### config.mk
export PLATFORM = sky130hd
export DESIGN_NAME = lamport_resource_request_queue_core
export DESIGN_NICKNAME = d
export VERILOG_FILES = /design/src/lrrq_pkg.sv /design/src/lrrq_ram.sv /design/src/lrrq_ctrl.sv /design/src/lrrq_dp.sv /design/src/lamport_resource_request_queue_core.sv
export SDC_FILE = /design/constraint.sdc
export NUM_CORES = 1
export LEC_CHECK = 0
export ABC_CLOCK_PERIOD_IN_PS = 7490
export BUFFER_PORTS_ARGS = -buffer_cell sky130_fd_sc_hd__buf_2
export CAP_MARGIN = 30
export CORE_MARGIN = 4
export CORE_UTILIZATION = 35
export DETAILED_ROUTE_END_ITERATION = 8
export PLACE_DENSITY_LB_ADDON = 0.3
export SETUP_SLACK_MARGIN = 0.4
export SYNTH_ARGS = -nofsm -noshare
export SYNTH_HDL_FRONTEND = slang
export SYNTH_SLANG_ARGS = --single-unit
export TNS_END_PERCENT = 50
### constraint.sdc
create_clock -name aclk -period 7.49 [get_ports aclk]
set_input_delay 1.498 -clock aclk [delete_from_list [all_inputs] [get_ports aclk]]
set_output_delay 1.498 -clock aclk [all_outputs]
set_load 0.05 [all_outputs]
### src/lrrq_pkg.sv
`timescale 1ns / 1ps
// ----------------------------------------------------------------------------
// lrrq_pkg
// Shared types and constants for the Lamport resource request queue.
// ----------------------------------------------------------------------------
package lrrq_pkg;

    localparam int MAX_NODES  = 8;
    localparam int CLOCK_BITS = 32;

    localparam int ID_W       = 3;
    localparam int UNITS_W    = 8;
    localparam int MSG_CLK_W  = 32;
    localparam int OP_W       = 2;
    localparam int CFG_IDX_W  = 2;
    localparam int CFG_DATA_W = 8;
    localparam int S_TDATA_W  = 48;
    localparam int M_TDATA_W  = 48;

    localparam int IDX_W   = (MAX_NODES > 1) ? $clog2(MAX_NODES) : 1;
    localparam int CMP_W   = ((IDX_W > ID_W) ? IDX_W : ID_W) + 1;
    localparam int ENTRY_W = CLOCK_BITS + UNITS_W;

    localparam logic [ID_W-1:0]    OWN_ID_RST      = 3'd0;
    localparam logic [UNITS_W-1:0] TOTAL_UNITS_RST = 8'd7;
    localparam logic [UNITS_W-1:0] OWN_NEED_RST    = 8'd1;

    typedef enum logic [OP_W-1:0] {
        OP_REMOTE_REQ = 2'd0,
        OP_REMOTE_REL = 2'd1,
        OP_LOCAL_REQ  = 2'd2,
        OP_LOCAL_REL  = 2'd3
    } op_t;

    typedef enum logic [CFG_IDX_W-1:0] {
        REG_OWN_ID      = 2'd0,
        REG_TOTAL_UNITS = 2'd1,
        REG_OWN_NEED    = 2'd2
    } cfg_reg_t;

    typedef struct packed {
        logic             load_in;
        logic             update;
        logic             rd_own;
        logic             load_own;
        logic             acc;
        logic             load_out;
        logic [IDX_W-1:0] rd_idx;
        logic [IDX_W-1:0] acc_idx;
    } lrrq_cmd_t;

    typedef struct packed {
        logic out_free;
    } lrrq_stat_t;

endpackage

### src/lrrq_ram.sv
`timescale 1ns / 1ps
// ----------------------------------------------------------------------------
// lrrq_ram
// Generic single write port, single read port RAM with registered read.
// ----------------------------------------------------------------------------
module lrrq_ram #(
    parameter int WIDTH = 8,
    parameter int DEPTH = 8
) (
    input  logic                                     aclk,
    input  logic                                     we,
    input  logic [((DEPTH > 1) ? $clog2(DEPTH) : 1)-1:0] waddr,
    input  logic [WIDTH-1:0]                         wdata,
    input  logic [((DEPTH > 1) ? $clog2(DEPTH) : 1)-1:0] raddr,
    output logic [WIDTH-1:0]                         rdata
);

    logic [WIDTH-1:0] mem_reg [DEPTH];

    always_ff @(posedge aclk) begin
        if (we) begin
            mem_reg[waddr] <= wdata;
        end
        rdata <= mem_reg[raddr];
    end

endmodule

### src/lrrq_ctrl.sv
`timescale 1ns / 1ps
// ----------------------------------------------------------------------------
// lrrq_ctrl
// Sequencer: update, own entry lookup, table scan and result hand-off.
// ----------------------------------------------------------------------------
module lrrq_ctrl (
    input  logic                aclk,
    input  logic                aresetn,
    input  logic                s_tvalid,
    output logic                s_tready,
    input  lrrq_pkg::lrrq_stat_t stat,
    output lrrq_pkg::lrrq_cmd_t  cmd
);

    typedef enum logic [2:0] {
        ST_IDLE,
        ST_UPDATE,
        ST_OWN_RD,
        ST_OWN_LD,
        ST_SCAN,
        ST_RESULT
    } state_t;

    state_t                        state_reg, state_next;
    logic [lrrq_pkg::IDX_W-1:0]    cnt_reg, cnt_next;

    assign s_tready = (state_reg == ST_IDLE);

    always_comb begin
        state_next = state_reg;
        cnt_next   = cnt_reg;
        cmd        = '0;
        unique case (state_reg)
            ST_IDLE: begin
                cmd.load_in = s_tvalid;
                if (s_tvalid) begin
                    state_next = ST_UPDATE;
                end
            end
            ST_UPDATE: begin
                cmd.update = 1'b1;
                state_next = ST_OWN_RD;
            end
            ST_OWN_RD: begin
                cmd.rd_own = 1'b1;
                state_next = ST_OWN_LD;
            end
            ST_OWN_LD: begin
                cmd.load_own = 1'b1;
                cmd.rd_idx   = '0;
                cnt_next     = '0;
                state_next   = ST_SCAN;
            end
            ST_SCAN: begin
                cmd.acc     = 1'b1;
                cmd.acc_idx = cnt_reg;
                cmd.rd_idx  = cnt_reg + lrrq_pkg::IDX_W'(1);
                if (cnt_reg == lrrq_pkg::IDX_W'(lrrq_pkg::MAX_NODES - 1)) begin
                    state_next = ST_RESULT;
                end else begin
                    cnt_next = cnt_reg + lrrq_pkg::IDX_W'(1);
                end
            end
            ST_RESULT: begin
                if (stat.out_free) begin
                    cmd.load_out = 1'b1;
                    state_next   = ST_IDLE;
                end
            end
            default: begin
                state_next = ST_IDLE;
            end
        endcase
    end

    always_ff @(posedge aclk) begin
        if (!aresetn) begin
            state_reg <= ST_IDLE;
            cnt_reg   <= '0;
        end else begin
            state_reg <= state_next;
            cnt_reg   <= cnt_next;
        end
    end

endmodule

### src/lrrq_dp.sv
`timescale 1ns / 1ps
// ----------------------------------------------------------------------------
// lrrq_dp
// Datapath: configuration, Lamport clock, request table and result register.
// ----------------------------------------------------------------------------
module lrrq_dp (
    input  logic                                aclk,
    input  logic                                aresetn,
    input  lrrq_pkg::lrrq_cmd_t                 cmd,
    output lrrq_pkg::lrrq_stat_t                stat,
    input  logic [lrrq_pkg::OP_W-1:0]           in_op,
    input  logic [lrrq_pkg::MSG_CLK_W-1:0]      in_msg_clock,
    input  logic [lrrq_pkg::ID_W-1:0]           in_node_id,
    input  logic [lrrq_pkg::UNITS_W-1:0]        in_msg_units,
    input  logic                                cfg_valid,
    output logic                                cfg_ready,
    input  logic [lrrq_pkg::CFG_IDX_W-1:0]      cfg_index,
    input  logic [lrrq_pkg::CFG_DATA_W-1:0]     cfg_data,
    output logic                                m_valid,
    input  logic                                m_ready,
    output logic [lrrq_pkg::MSG_CLK_W-1:0]      m_logical_clock,
    output logic [lrrq_pkg::UNITS_W-1:0]        m_free_units,
    output logic                                m_granted,
    output logic                                m_own_pending
);

    localparam int CB = lrrq_pkg::CLOCK_BITS;
    localparam int UW = lrrq_pkg::UNITS_W;
    localparam int IW = lrrq_pkg::IDX_W;
    localparam int CW = lrrq_pkg::CMP_W;

    // configuration
    logic [lrrq_pkg::ID_W-1:0] own_id_reg;
    logic [UW-1:0]             total_units_reg;
    logic [UW-1:0]             own_need_reg;

    // latched item
    lrrq_pkg::op_t             op_reg;
    logic [CB-1:0]             mclk_reg;
    logic [lrrq_pkg::ID_W-1:0] sender_reg;
    logic [UW-1:0]             munits_reg;

    logic [CB-1:0]             clock_reg, clock_next;
    logic [lrrq_pkg::MAX_NODES-1:0] valid_reg, valid_next;
    logic [CB-1:0]             own_stamp_reg;
    logic                      have_own_reg;
    logic [UW-1:0]             free_reg, free_next;
    logic                      m_valid_reg;

    logic                      own_ok, sender_ok;
    logic [IW-1:0]             own_idx, sender_idx;
    logic [CB-1:0]             clock_inc, clock_max;

    logic                      ram_we;
    logic [IW-1:0]             ram_waddr, ram_raddr;
    logic [lrrq_pkg::ENTRY_W-1:0] ram_wdata, ram_rdata;
    logic [CB-1:0]             rd_stamp;
    logic [UW-1:0]             rd_units;
    logic                      before_own, skip;

    assign cfg_ready  = 1'b1;
    assign own_ok     = (CW'(own_id_reg) < CW'(lrrq_pkg::MAX_NODES));
    assign sender_ok  = (CW'(sender_reg) < CW'(lrrq_pkg::MAX_NODES));
    assign own_idx    = IW'(own_id_reg);
    assign sender_idx = IW'(sender_reg);
    assign clock_inc  = clock_reg + CB'(1);
    assign clock_max  = (mclk_reg > clock_reg) ? mclk_reg : clock_reg;

    // event update
    always_comb begin
        clock_next = clock_reg;
        valid_next = valid_reg;
        ram_we     = 1'b0;
        ram_waddr  = own_idx;
        ram_wdata  = {own_need_reg, clock_inc};
        case (op_reg)
            lrrq_pkg::OP_REMOTE_REQ: begin
                clock_next = clock_max + CB'(1);
                ram_waddr  = sender_idx;
                ram_wdata  = {munits_reg, mclk_reg};
                if (sender_ok) begin
                    ram_we                 = cmd.update;
                    valid_next[sender_idx] = 1'b1;
                end
            end
            lrrq_pkg::OP_REMOTE_REL: begin
                clock_next = clock_inc;
                if (sender_ok) begin
                    valid_next[sender_idx] = 1'b0;
                end
            end
            lrrq_pkg::OP_LOCAL_REQ: begin
                clock_next = clock_inc;
                if (own_ok) begin
                    ram_we              = cmd.update;
                    valid_next[own_idx] = 1'b1;
                end
            end
            default: begin
                if (own_ok) begin
                    valid_next[own_idx] = 1'b0;
                end
            end
        endcase
    end

    assign ram_raddr = cmd.rd_own ? own_idx : cmd.rd_idx;

    lrrq_ram #(
        .WIDTH (lrrq_pkg::ENTRY_W),
        .DEPTH (lrrq_pkg::MAX_NODES)
    ) u_entry_ram (
        .aclk  (aclk),
        .we    (ram_we),
        .waddr (ram_waddr),
        .wdata (ram_wdata),
        .raddr (ram_raddr),
        .rdata (ram_rdata)
    );

    assign rd_stamp = ram_rdata[CB-1:0];
    assign rd_units = ram_rdata[CB +: UW];

    // ordering against the own request, then saturating subtract
    always_comb begin
        before_own = (rd_stamp < own_stamp_reg) ||
                     ((rd_stamp == own_stamp_reg) &&
                      (CW'(cmd.acc_idx) < CW'(own_id_reg)));
        skip = !valid_reg[cmd.acc_idx] ||
               (have_own_reg &&
                ((CW'(cmd.acc_idx) == CW'(own_id_reg)) || !before_own));
        if (skip) begin
            free_next = free_reg;
        end else if (rd_units >= free_reg) begin
            free_next = '0;
        end else begin
            free_next = free_reg - rd_units;
        end
    end

    assign stat.out_free = !m_valid_reg || m_ready;

    always_ff @(posedge aclk) begin
        if (!aresetn) begin
            own_id_reg      <= lrrq_pkg::OWN_ID_RST;
            total_units_reg <= lrrq_pkg::TOTAL_UNITS_RST;
            own_need_reg    <= lrrq_pkg::OWN_NEED_RST;
            clock_reg       <= '0;
            valid_reg       <= '0;
            m_valid_reg     <= 1'b0;
        end else begin
            if (cfg_valid) begin
                unique case (cfg_index)
                    lrrq_pkg::REG_OWN_ID:      own_id_reg      <= cfg_data[lrrq_pkg::ID_W-1:0];
                    lrrq_pkg::REG_TOTAL_UNITS: total_units_reg <= cfg_data;
                    lrrq_pkg::REG_OWN_NEED:    own_need_reg    <= cfg_data;
                    default: ;
                endcase
            end
            if (cmd.update) begin
                clock_reg <= clock_next;
                valid_reg <= valid_next;
            end
            if (cmd.load_out) begin
                m_valid_reg <= 1'b1;
            end else if (m_ready) begin
                m_valid_reg <= 1'b0;
            end
        end
    end

    always_ff @(posedge aclk) begin
        if (cmd.load_in) begin
            op_reg     <= lrrq_pkg::op_t'(in_op);
            mclk_reg   <= CB'(in_msg_clock);
            sender_reg <= in_node_id;
            munits_reg <= in_msg_units;
        end
        if (cmd.load_own) begin
            own_stamp_reg <= rd_stamp;
            have_own_reg  <= own_ok && valid_reg[own_idx];
            free_reg      <= total_units_reg;
        end else if (cmd.acc) begin
            free_reg <= free_next;
        end
        if (cmd.load_out) begin
            m_logical_clock <= lrrq_pkg::MSG_CLK_W'(clock_reg);
            m_free_units    <= free_reg;
            m_granted       <= have_own_reg && (free_reg >= own_need_reg);
            m_own_pending   <= have_own_reg;
        end
    end

    assign m_valid = m_valid_reg;

endmodule

### src/lamport_resource_request_queue_core.sv
`timescale 1ns / 1ps
// ----------------------------------------------------------------------------
// lamport_resource_request_queue_core
// One node of Lamport-ordered mutual exclusion over a pool of units.
// ----------------------------------------------------------------------------
// usage
//   s_ channel: one event per item, tuser = op (remote request, remote
//   release, local request, local release), tdata = timestamp, sender, units
//   m_ channel: one result per event with the Lamport clock, the units left
//   free by requests ordered ahead of the own one (or by all if none), grant and pending flags
//   cfg channel: own id, pool size and own need; write only while idle
//   m_tvalid rises after an item has gone through the update, own entry
//   read, own entry load, table scan and result steps, one item at a time;
//   the table scan reads one entry a cycle through the entry ram read port
//   a new item is taken while the previous result still waits on m_tready;
//   it then holds in its last step until the output register frees up
//   reset clears the clock, all entry valid bits and the output valid flag,
//   and loads the configuration reset values; no clearing pass is needed
// ----------------------------------------------------------------------------
module lamport_resource_request_queue_core (
    input  logic        aclk,
    input  logic        aresetn,
    input  logic        s_tvalid,
    output logic        s_tready,
    input  logic [47:0] s_tdata,   // msg_clock[31:0], node_id[34:32], msg_units[42:35]
    input  logic [1:0]  s_tuser,   // op[1:0]
    output logic        m_tvalid,
    input  logic        m_tready,
    output logic [47:0] m_tdata,   // logical_clock[31:0], free_units[39:32], granted[40], own_pending[41]
    input  logic        cfg_valid,
    output logic        cfg_ready,
    input  logic [1:0]  cfg_index,
    input  logic [7:0]  cfg_data
);

    lrrq_pkg::lrrq_cmd_t  cmd;
    lrrq_pkg::lrrq_stat_t stat;

    logic [lrrq_pkg::MSG_CLK_W-1:0] logical_clock;
    logic [lrrq_pkg::UNITS_W-1:0]   free_units;
    logic                           granted;
    logic                           own_pending;

    lrrq_ctrl u_ctrl (
        .aclk     (aclk),
        .aresetn  (aresetn),
        .s_tvalid (s_tvalid),
        .s_tready (s_tready),
        .stat     (stat),
        .cmd      (cmd)
    );

    lrrq_dp u_dp (
        .aclk            (aclk),
        .aresetn         (aresetn),
        .cmd             (cmd),
        .stat            (stat),
        .in_op           (s_tuser),
        .in_msg_clock    (s_tdata[31:0]),
        .in_node_id      (s_tdata[34:32]),
        .in_msg_units    (s_tdata[42:35]),
        .cfg_valid       (cfg_valid),
        .cfg_ready       (cfg_ready),
        .cfg_index       (cfg_index),
        .cfg_data        (cfg_data),
        .m_valid         (m_tvalid),
        .m_ready         (m_tready),
        .m_logical_clock (logical_clock),
        .m_free_units    (free_units),
        .m_granted       (granted),
        .m_own_pending   (own_pending)
    );

    assign m_tdata = {6'd0, own_pending, granted, free_units, logical_clock};

    a_grant_needs_own : assert property (@(posedge aclk) disable iff (!aresetn)
        m_tvalid |-> !(m_tdata[40] && !m_tdata[41]))
        else $error("grant without own request");

    a_accept_starts_update : assert property (@(posedge aclk) disable iff (!aresetn)
        (s_tvalid && s_tready) |=> cmd.update)
        else $error("accepted item not followed by update");

    a_no_result_overwrite : assert property (@(posedge aclk) disable iff (!aresetn)
        cmd.load_out |-> stat.out_free)
        else $error("result loaded over pending result");

endmodule
==> metrics.cfg, run 1 <==
[drt]
drtIter0Drc=1140
vias_per_cell=5.22
wl_per_cell_um=20.4
drtPass1Iterations=5
ant_nets=0
vias=14900
drc=0
drt_wl_total_mm=57.9

[finish]
area_growth_pct=13.8
nets=2018
num_antenna_cells=0
fill_cells=6487
fin_cells=2847
largest_register_ffs=320
layout-drive-gt1-share_pct=20.3
utilization_pct=40.1

[sta]
rsz0062_at_grt=false
slew_viol_final=0
fmax_ghz=0.197
tightest_slew_ns=1.10
tns_ns=0
fin_ws_ns=2.41
relSlewSlack_pct=26.0
hold_violations=0
period_share_pct=67.8
holdWs_ns=0.441
setup_viol=0
final.setup_skew_ns=0.0129
period_needed_ns=5.08

[clock_network]
htreeDepth=2
ctsResizeCount=0
hold_buffers=0
cts_setup_buffers=0
clkLatencyLatePin_ns=0.60
cts_tree=built
clk_pin_slew_ns=0.06
root_buffer=clkbuf_16
clockBufferDepth=3
cts_sinks=554
cts_buffers=54

[synthesis]
ys_seq_area_share_pct=63.0
synth_edf_count=448
yosysWarnings=0
synth_top_family_by_area=multiplexers
synth_area_leader_cell=edfxtp_1
yosys.area_share.xor_xnor_pct=2.66
avgSynthCellArea_sq_um=14.1
yosys-top-cells-area=edfxtp_1 (54%), dfxtp_1 (8.6%), mux4_2 (7.7%)
syn_inst=1753
synth_most_common_cell=edfxtp_1
synth-compound-area-share_pct=7.30
async_flop_share_pct=0
yosys.area_share.adder_pct=4.69
synth_ff_type=edfxtp_1
synth_common_cells=edfxtp_1 (448), nand2_1 (124), dfxtp_1 (106)
mappedNetlistArea_sq_um=24700
ys_ff_latch=554
muxShareOfSynthArea_pct=10.8
synth_top_area_share_pct=54.4
ys_types=75
yosys.area_share.simple_pct=8.39

[grt]
grt_pass1_wl_mm=90.0
antenna_found_initial=1
use_met1_pct=20.8
grt_busiest_layer=met2
grt_overflow_total=0
grt_usage_pct=15.5
met2_usage_pct=26.2
grt_pass1_vias=15200
grt_max_degree=59
grt_use_met3_pct=2.24

[setup_path]
cp-start-kind=register
crit_type=reg2reg
endpoint_kind=register
cp.arrival_ns=5.60
r2r-start=u_dp.clock_reg[16]$_SDFFE_PN0P_
crit_fanout=8
critical_path_required_ns=8.01
critPathLaunch=u_dp.clock_reg[16]$_SDFFE_PN0P_

[die]
dieArea_sq_um=74900
io_pins=116
die_y_um=274
die_w_um=274
start_util_pct=35.3
rows=97
coreArea_sq_um=70000

[placement]
dp.cells=2741
port_buffers=103
post-place-ws_ns=2.55
gp_congestion=0.865
place_hpwl_mm=36.8

[worst_hold_path]
hold_path.class=reg2reg
min-delay-start=u_dp.u_entry_ram.rdata[15]$_DFF_P_

[power_and_ir_drop]
leakage_nw=9.57
peakVddDrop_mv=0.220
cellPowerDensity_nw_per_um2=255

[flow_run]
max-cap-violations=0

[outcome]
status=finished clean

per-stage QoR:
| stage | cell area (sq um) | total power [W] |
|---|---|---|
| finish | 28100 | 0.00716 |
| global route | 28100 | 0.00746 |
| CTS | 28100 | 0.00723 |
| detailed placement | 26300 | 0.00452 |
| global placement | 26200 | 0.00449 |
| floorplan | 24700 | 0.00424 |
kinds of logic after synthesis:
| logic type | count (synthesis) |
|---|---|
| AO/OA/AOI/OAI | 275 |
| XOR/XNOR | 75 |
| adder cells (fa/ha/maj) | 92 |
| buffers and inverters | 182 |
| flip-flops | 554 |
| multiplexers | 155 |
| other | 2 |
| AND/OR/NAND/NOR | 418 |
worst max-delay path, cell delays in order (launching register included):
cell      delay [ns]
dfxtp_1         0.43
clkinv_1        0.28
ha_1            0.29
a21oi_1         0.14
o21ai_0         0.20
a221oi_1        0.41
o21ai_0         0.31
a22oi_2         0.30
mux2_2          0.20
ha_1            0.31
and4_1          0.33
nand4_1         0.33
nor4_1          0.68
nand2_1         0.14
xnor2_1         0.16
nor2_1          0.06
a211o_1         0.29
a21oi_1         0.11
worst paths after layout:
path                                                         end  slack (ns)  depth (start not counted)
worst max-delay path             u_dp.clock_reg[28]$_SDFFE_PN0P_        2.41                         17
worst min-delay path            u_dp.own_stamp_reg[15]$_DFFE_PP_        0.44                          0
worst max register to register   u_dp.clock_reg[28]$_SDFFE_PN0P_        2.41                         17
worst min register to register  u_dp.own_stamp_reg[15]$_DFFE_PP_        0.44                          0
layer usage:
metal	wire [um]	share of wire [%]
met4	1340	2.3
met2	28400	49
met1	25700	44
met3	2560	4.4
met5	13	0.022
layout make-up:
class	count	area (sq um)	area share (%)
Clock buffer	70	1440	5.13
Clock inverter	32	323	1.15
Inverter	94	353	1.26
Multi-Input combinational cell	1022	8470	30.1
Sequential cell	554	15600	55.4
Tap cell	940	1180	4.18
Timing Repair Buffer	135	771	2.74
cells in the final DEF, fill, tap and decap left out, types with 15 or more instances in the layout:
cell type	n
xnor2_1	61
buf_4	22
inv_1	91
dfxtp_1	106
mux2_2	47
buf_2	107
nand2_1	124
ha_1	90
nand3_1	40
nor2_1	86
clkbuf_16	55
edfxtp_1	448
mux2i_1	24
a31oi_1	16
o21ai_0	71
mux4_2	84
nand4_1	35
o211ai_1	15
nor3_1	39
a21oi_1	68
a21o_1	20
where the power goes:
group	total [W]	leakage [nW]	internal, W	switching [W]
Clock	0.00270	0.847	0.00154	0.00116
Combinational	0.000828	3.72	0.000286	0.000542
Sequential	0.00363	5.00	0.00351	0.000119
Total	0.00716	9.57	0.00534	0.00182
(Power assumes the default switching activity.)
==> run 2: changes to the inputs <==
Settings changed: ABC_CLOCK_PERIOD_IN_PS 7490 to 4600.
Clock period 7.49 ns to 4.6 ns, I/O delays scaled along.
==> run 2 against run 1 <==
  * Critical endpoint is now u_dp.clock_reg[22]$_SDFFE_PN0P_
  * Highest routed layer is now met4
  * Clock power grew 58%
  * Worst setup slack lost 1.8 ns
  * Flip-flop and latch count is the same
  * Design area grew 1.6%
==> metrics.cfg, run 2 (synthesized netlist as in run 1, its figures left out) <==
[outcome]
status=finished clean

[sta]
period_needed_ns=3.98
fmax_ghz=0.251
relSlewSlack_pct=29.0
final.setup_skew_ns=0.0186
tightest_slew_ns=1.05
rsz0062_at_grt=false
period_share_pct=86.4
hold_violations=0
slew_viol_final=0
tns_ns=0
fin_ws_ns=0.624
setup_viol=0

[setup_path]
cp_slowest_stage_delay_ns=0.57
critical_path_required_ns=5.12
r2r_cells=18
crit_buf_inv=1
path_cells=ha_4, nand4_1, or4_4, nor2_2, nand2_1, a22oi_2, nand2_1, o21ai_1, ha_4, nand4_1, nor4_4, buf_4, and2_1, nand3_1, xnor2_1, nand2_1, o211ai_1, a221oi_2
crit_family=simple AND/OR/NAND/NOR gates
slowest_stage=or4_4
worstReg2RegEnd=u_dp.clock_reg[22]$_SDFFE_PN0P_
crit_type=reg2reg
cp_common_cell=nand2_1
cp.arrival_ns=4.49
cp-start-kind=register
endpoint_kind=register
ff2ff_setup_slack_ns=0.62
crit_fanout=5
r2r-start=u_dp.mclk_reg[13]$_DFFE_PP_

[clock_network]
clk_pin_slew_ns=0.07
cts_buffers=52
htreeDepth=2
hold_buffers=0
cts_sinks=554
clockBufferDepth=3
cts_tree=built
root_buffer=clkbuf_16
clkLatencyLatePin_ns=0.61

[flow_run]
max-cap-violations=0

[die]
rows=97
coreArea_sq_um=70000
start_util_pct=35.3
die_w_um=274
io_pins=116
die_y_um=274
dieArea_sq_um=74900

[power_and_ir_drop]
intPower_w=0.00868
power_frac_comb_pct=12.8
power.switching_w=0.00295
sw_frac_of_total_pct=25.3
peakVddDrop_mv=0.297
p_seq_share_pct=50.6
cellPowerDensity_nw_per_um2=407
leakage_nw=9.83
clkPwrFrac_pct=36.7

[finish]
final_cell_mix=edfxtp_1 (448), nand2_1 (124), buf_2 (107)
design_area_sq_um=28600
final_common_cell=edfxtp_1
nets=2067
layout-drive-gt1-share_pct=23.6
num_antenna_cells=0
fill_cells=6461
utilization_pct=40.8
largest_register_ffs=320
area_growth_pct=15.6

[drt]
vias_per_cell=5.18
vias=15000
wl_per_cell_um=20.1
drtIter0Drc=1185
ant_nets=0
drc=0
drtPass1Iterations=6
drt_wl_total_mm=58.0

[worst_hold_path]
whs_path_depth=0
hold_end=u_dp.own_stamp_reg[28]$_DFFE_PP_
min-delay-start=u_dp.u_entry_ram.rdata[28]$_DFF_P_
hold_path.class=reg2reg

[grt]
grt_pass1_wl_mm=90.1
grt_max_degree=81
grt_usage_pct=15.4
antenna_found_initial=0
grt_pass1_vias=15200
grt_overflow_total=0

[placement]
post_dp_cell_area_sq_um=26600
port_buffers=103
gp_congestion=0.869
post-place-ws_ns=0.374
place_hpwl_mm=38.4

-- run 2: cell types whose count changed in the layout (fill, tap and decap cells not counted), moves of 3 or more --
cell | before | now
ha_4 | 0 | 6
inv_1 | 91 | 88
dfxtp_2 | 0 | 14
o21ai_1 | 3 | 6
clkbuf_8 | 1 | 4
o21ai_0 | 71 | 68
dfxtp_1 | 106 | 89
ha_1 | 90 | 84
dfxtp_4 | 0 | 3
buf_4 | 22 | 71
-- run 2: routing by layer --
layer / part of all wire (%) / wire length [um] / track usage (%) / up-vias
met5: 0 / 0 / 0 / -
met4: 2.4 / 1380 / 4.29 / 0
met3: 4.7 / 2710 / 2.20 / 88
met2: 49 / 28200 / 25.7 / 431
met1: 44 / 25700 / 21.1 / 7475
li1: - / - / - / 6996
-- run 2: what timing repair did --
item	4_1_cts	5_1_grt
setup endpoints to repair	4	8
gates resized for setup	2	34
pin swaps	2	6
setup buffers	2	16
-- run 2: per-stage QoR --
stage,total power (W),cells,hold WS [ns]
2_1_floorplan,0.00691,1758,0.403
6_report,0.0116,2894,0.442
4_1_cts,0.0117,2873,0.444
3_3_place_gp,0.00736,2769,0.419
3_5_place_dp,0.00741,2773,0.426
5_1_grt,0.0121,2894,0.450
-- run 2: power groups by stage --
stage | Clock [W] | Sequential, W | Combinational (W)
2_1_floorplan | 0 | 0.00594 | 0.000977
3_3_place_gp | 0 | 0.00598 | 0.00139
3_5_place_dp | 0 | 0.00598 | 0.00142
4_1_cts | 0.00439 | 0.00588 | 0.00143
5_1_grt | 0.00461 | 0.00590 | 0.00164
6_report | 0.00427 | 0.00588 | 0.00148
-- run 2: area by class of cell --
| cell class | count | area [sq um] | area share, % |
|---|---|---|---|
| flip-flops and latches | 554 | 15600 | 54.6 |
| multi-input cells | 1022 | 8570 | 30.0 |
| clock buffers | 71 | 1430 | 5.02 |
| well taps | 940 | 1180 | 4.12 |
| repair buffers | 186 | 1170 | 4.08 |
| inverters | 94 | 353 | 1.24 |
| clock inverters | 27 | 269 | 0.942 |
-- run 2: worst max-delay path by stage --
stage                                    start                         endpoint  slack [ns]  cells after the start
6_report           u_dp.mclk_reg[13]$_DFFE_PP_  u_dp.clock_reg[22]$_SDFFE_PN0P_        0.62                     18
5_1_grt        u_dp.clock_reg[25]$_SDFFE_PN0P_  u_dp.clock_reg[28]$_SDFFE_PN0P_        0.38                     21
4_1_cts        u_dp.clock_reg[14]$_SDFFE_PN0P_  u_dp.clock_reg[20]$_SDFFE_PN0P_        0.43                     17
3_5_place_dp   u_dp.clock_reg[14]$_SDFFE_PN0P_  u_dp.clock_reg[24]$_SDFFE_PN0P_        0.37                     17
3_3_place_gp   u_dp.clock_reg[14]$_SDFFE_PN0P_  u_dp.clock_reg[28]$_SDFFE_PN0P_        0.34                     19
2_1_floorplan  u_dp.clock_reg[11]$_SDFFE_PN0P_  u_dp.clock_reg[20]$_SDFFE_PN0P_        0.41                     21
-- run 2: worst register-to-register path: stages (launching register included) --
cell,delay (ns)
edfxtp_1,0.50
ha_4,0.31
nand4_1,0.12
or4_4,0.57
nor2_2,0.12
nand2_1,0.07
a22oi_2,0.26
nand2_1,0.08
o21ai_1,0.16
ha_4,0.18
nand4_1,0.21
nor4_4,0.27
buf_4,0.19
and2_1,0.18
nand3_1,0.11
xnor2_1,0.13
nand2_1,0.07
o211ai_1,0.10
a221oi_2,0.26
==> run 3: changes to the inputs <==
Settings changed: BUFFER_PORTS_ARGS -buffer_cell sky130_fd_sc_hd__buf_2 to -buffer_cell sky130_fd_sc_hd__buf_4.
==> run 3 against run 2 <==
  * Clock power increased by 2%
  * Largest power group unchanged
  * Non-clock buffer count is the same
  * Clock skew up 0.0048 ns
  * Utilization is 0.39 points higher
  * Fmax up 0.67%
  * Final cell count unchanged
==> metrics.cfg, run 3 (synthesized netlist as in run 1, its figures left out) <==
[outcome]
status=finished clean

[flow_run]
max-cap-violations=0

[placement]
gp_congestion=0.867
post_dp_cell_area_sq_um=26900
port_buffers=103
place_hpwl_mm=37.8
post-place-ws_ns=0.285

[sta]
fin_ws_ns=0.650
relSlewSlack_pct=26.6
period_needed_ns=3.95
final.setup_skew_ns=0.0233
period_share_pct=85.9
hold_violations=0
fmax_ghz=0.253
tightest_slew_ns=1.09
tns_ns=0
slew_viol_final=0
setup_viol=0
rsz0062_at_grt=true

[clock_network]
htreeDepth=2
cts_tree=built
root_buffer=clkbuf_16
cts_sinks=554
clockBufferDepth=3
clk_pin_slew_ns=0.07
hold_buffers=0
clkLatencyLatePin_ns=0.61
cts_buffers=53

[grt]
grt_max_degree=62
grt_usage_pct=15.3
grt_use_met3_pct=2.31
use_met1_pct=20.8
antenna_found_initial=0
grt_pass1_vias=15300
grt_overflow_total=0
grt_pass1_wl_mm=89.5
met2_usage_pct=26.0
grt_busiest_layer=met2

[setup_path]
endpoint_kind=register
critical_path_required_ns=5.15
crit_fanout=5
cp-start-kind=register
cp.arrival_ns=4.50
crit_type=reg2reg
r2r_cells=17

[power_and_ir_drop]
sw_frac_of_total_pct=25.4
power_frac_comb_pct=12.7
peakVddDrop_mv=0.292
p_seq_share_pct=50.0
cellPowerDensity_nw_per_um2=407
power.switching_w=0.00298
intPower_w=0.00875
power.total_w=0.0117
leakage_nw=9.94
clkPwrFrac_pct=37.2

[die]
die_w_um=274
start_util_pct=35.3
dieArea_sq_um=74900
coreArea_sq_um=70000
rows=97
io_pins=116
die_y_um=274

[drt]
drtPass1Iterations=5
vias=15000
vias_per_cell=5.20
ant_nets=0
drt_wl_total_mm=57.8
wl_per_cell_um=20.0
drc=0
drtIter0Drc=1172

[finish]
num_antenna_cells=0
layout-drive-gt1-share_pct=23.1
final_cell_mix=edfxtp_1 (448), buf_4 (170), nand2_1 (123)
area_growth_pct=16.7
largest_register_ffs=320
design_area_sq_um=28800
final_common_cell=edfxtp_1
fill_cells=6414
nets=2068

[worst_hold_path]
whs_path_depth=0
hold_path.class=reg2reg

## run 3: changes by cell type in the layout (fill, tap and decap cells not counted), moves of 2 or more
| cell | previous run | this run |
|---|---|---|
| clkinv_1 | 11 | 13 |
| ha_1 | 84 | 88 |
| dfxtp_2 | 14 | 5 |
| buf_12 | 3 | 6 |
| o21ai_1 | 6 | 4 |
| inv_6 | 1 | 3 |
| dfxtp_1 | 89 | 99 |
| buf_2 | 107 | 2 |
| ha_4 | 6 | 1 |
| clkbuf_4 | 5 | 7 |
| buf_4 | 71 | 170 |
| clkinvlp_4 | 3 | 1 |
| clkbuf_8 | 4 | 2 |
## run 3: cell type report
| class | count | area (sq um) | share of cell area, % |
|---|---|---|---|
| flip-flops and latches | 554 | 15600 | 54.0 |
| clock buffers | 69 | 1430 | 4.95 |
| multi-input cells | 1022 | 8530 | 29.6 |
| repair buffers | 186 | 1470 | 5.10 |
| inverters | 94 | 353 | 1.22 |
| well taps | 940 | 1180 | 4.08 |
| clock inverters | 29 | 297 | 1.03 |
## run 3: worst paths after layout
check	from	to	slack [ns]
worst max-delay path	u_dp.mclk_reg[9]$_DFFE_PP_	u_dp.clock_reg[24]$_SDFFE_PN0P_	0.65
worst min-delay path	u_dp.u_entry_ram.rdata[8]$_DFF_P_	u_dp.own_stamp_reg[8]$_DFFE_PP_	0.44
worst max register to register	u_dp.mclk_reg[9]$_DFFE_PP_	u_dp.clock_reg[24]$_SDFFE_PN0P_	0.65
worst min register to register	u_dp.u_entry_ram.rdata[8]$_DFF_P_	u_dp.own_stamp_reg[8]$_DFFE_PP_	0.44
## run 3: critical path, stage by stage (launching register included)
cell and delay [ns]:
edfxtp_1 0.50, ha_4 0.32, nand4_1 0.12, or4_4 0.57
nor2_4 0.14, nand2_2 0.07, a22oi_2 0.26, mux2_2 0.21
ha_2 0.19, and4_4 0.23, nand4_1 0.09, buf_6 0.16
nor2_2 0.20, nand3_1 0.12, xor2_1 0.16, mux2_2 0.27
o221ai_1 0.14, and2_1 0.14
## run 3: power groups by stage
stage	clock (W)	combinational [W]	sequential, W
final	0.00436	0.00149	0.00587
after global routing	0.00468	0.00164	0.00589
after CTS	0.00447	0.00144	0.00587
after detailed placement	0	0.00144	0.00598
after global placement	0	0.00139	0.00597
after floorplan	0	0.000977	0.00594
## run 3: repair_timing
action	in CTS	in global routing
pin swaps	3	10
gates resized for setup	3	22
setup buffers	2	15
endpoints found under the setup margin	5	8
## run 3: stage by stage
step           hold slack [ns]  util [%]  instances
6_report                 0.440      41.2       2894
5_1_grt                  0.450      41.2       2894
3_5_place_dp             0.423      38.4       2772
3_3_place_gp             0.417      38.3       2768
4_1_cts                  0.438      40.8       2872
2_1_floorplan            0.403         -       1758
## run 3: routing by layer
metal / routed length, um / up-vias
li1: - / 6989
met3: 2820 / 74
met1: 25900 / 7599
met5: 0 / -
met4: 1170 / 0
met2: 28000 / 385
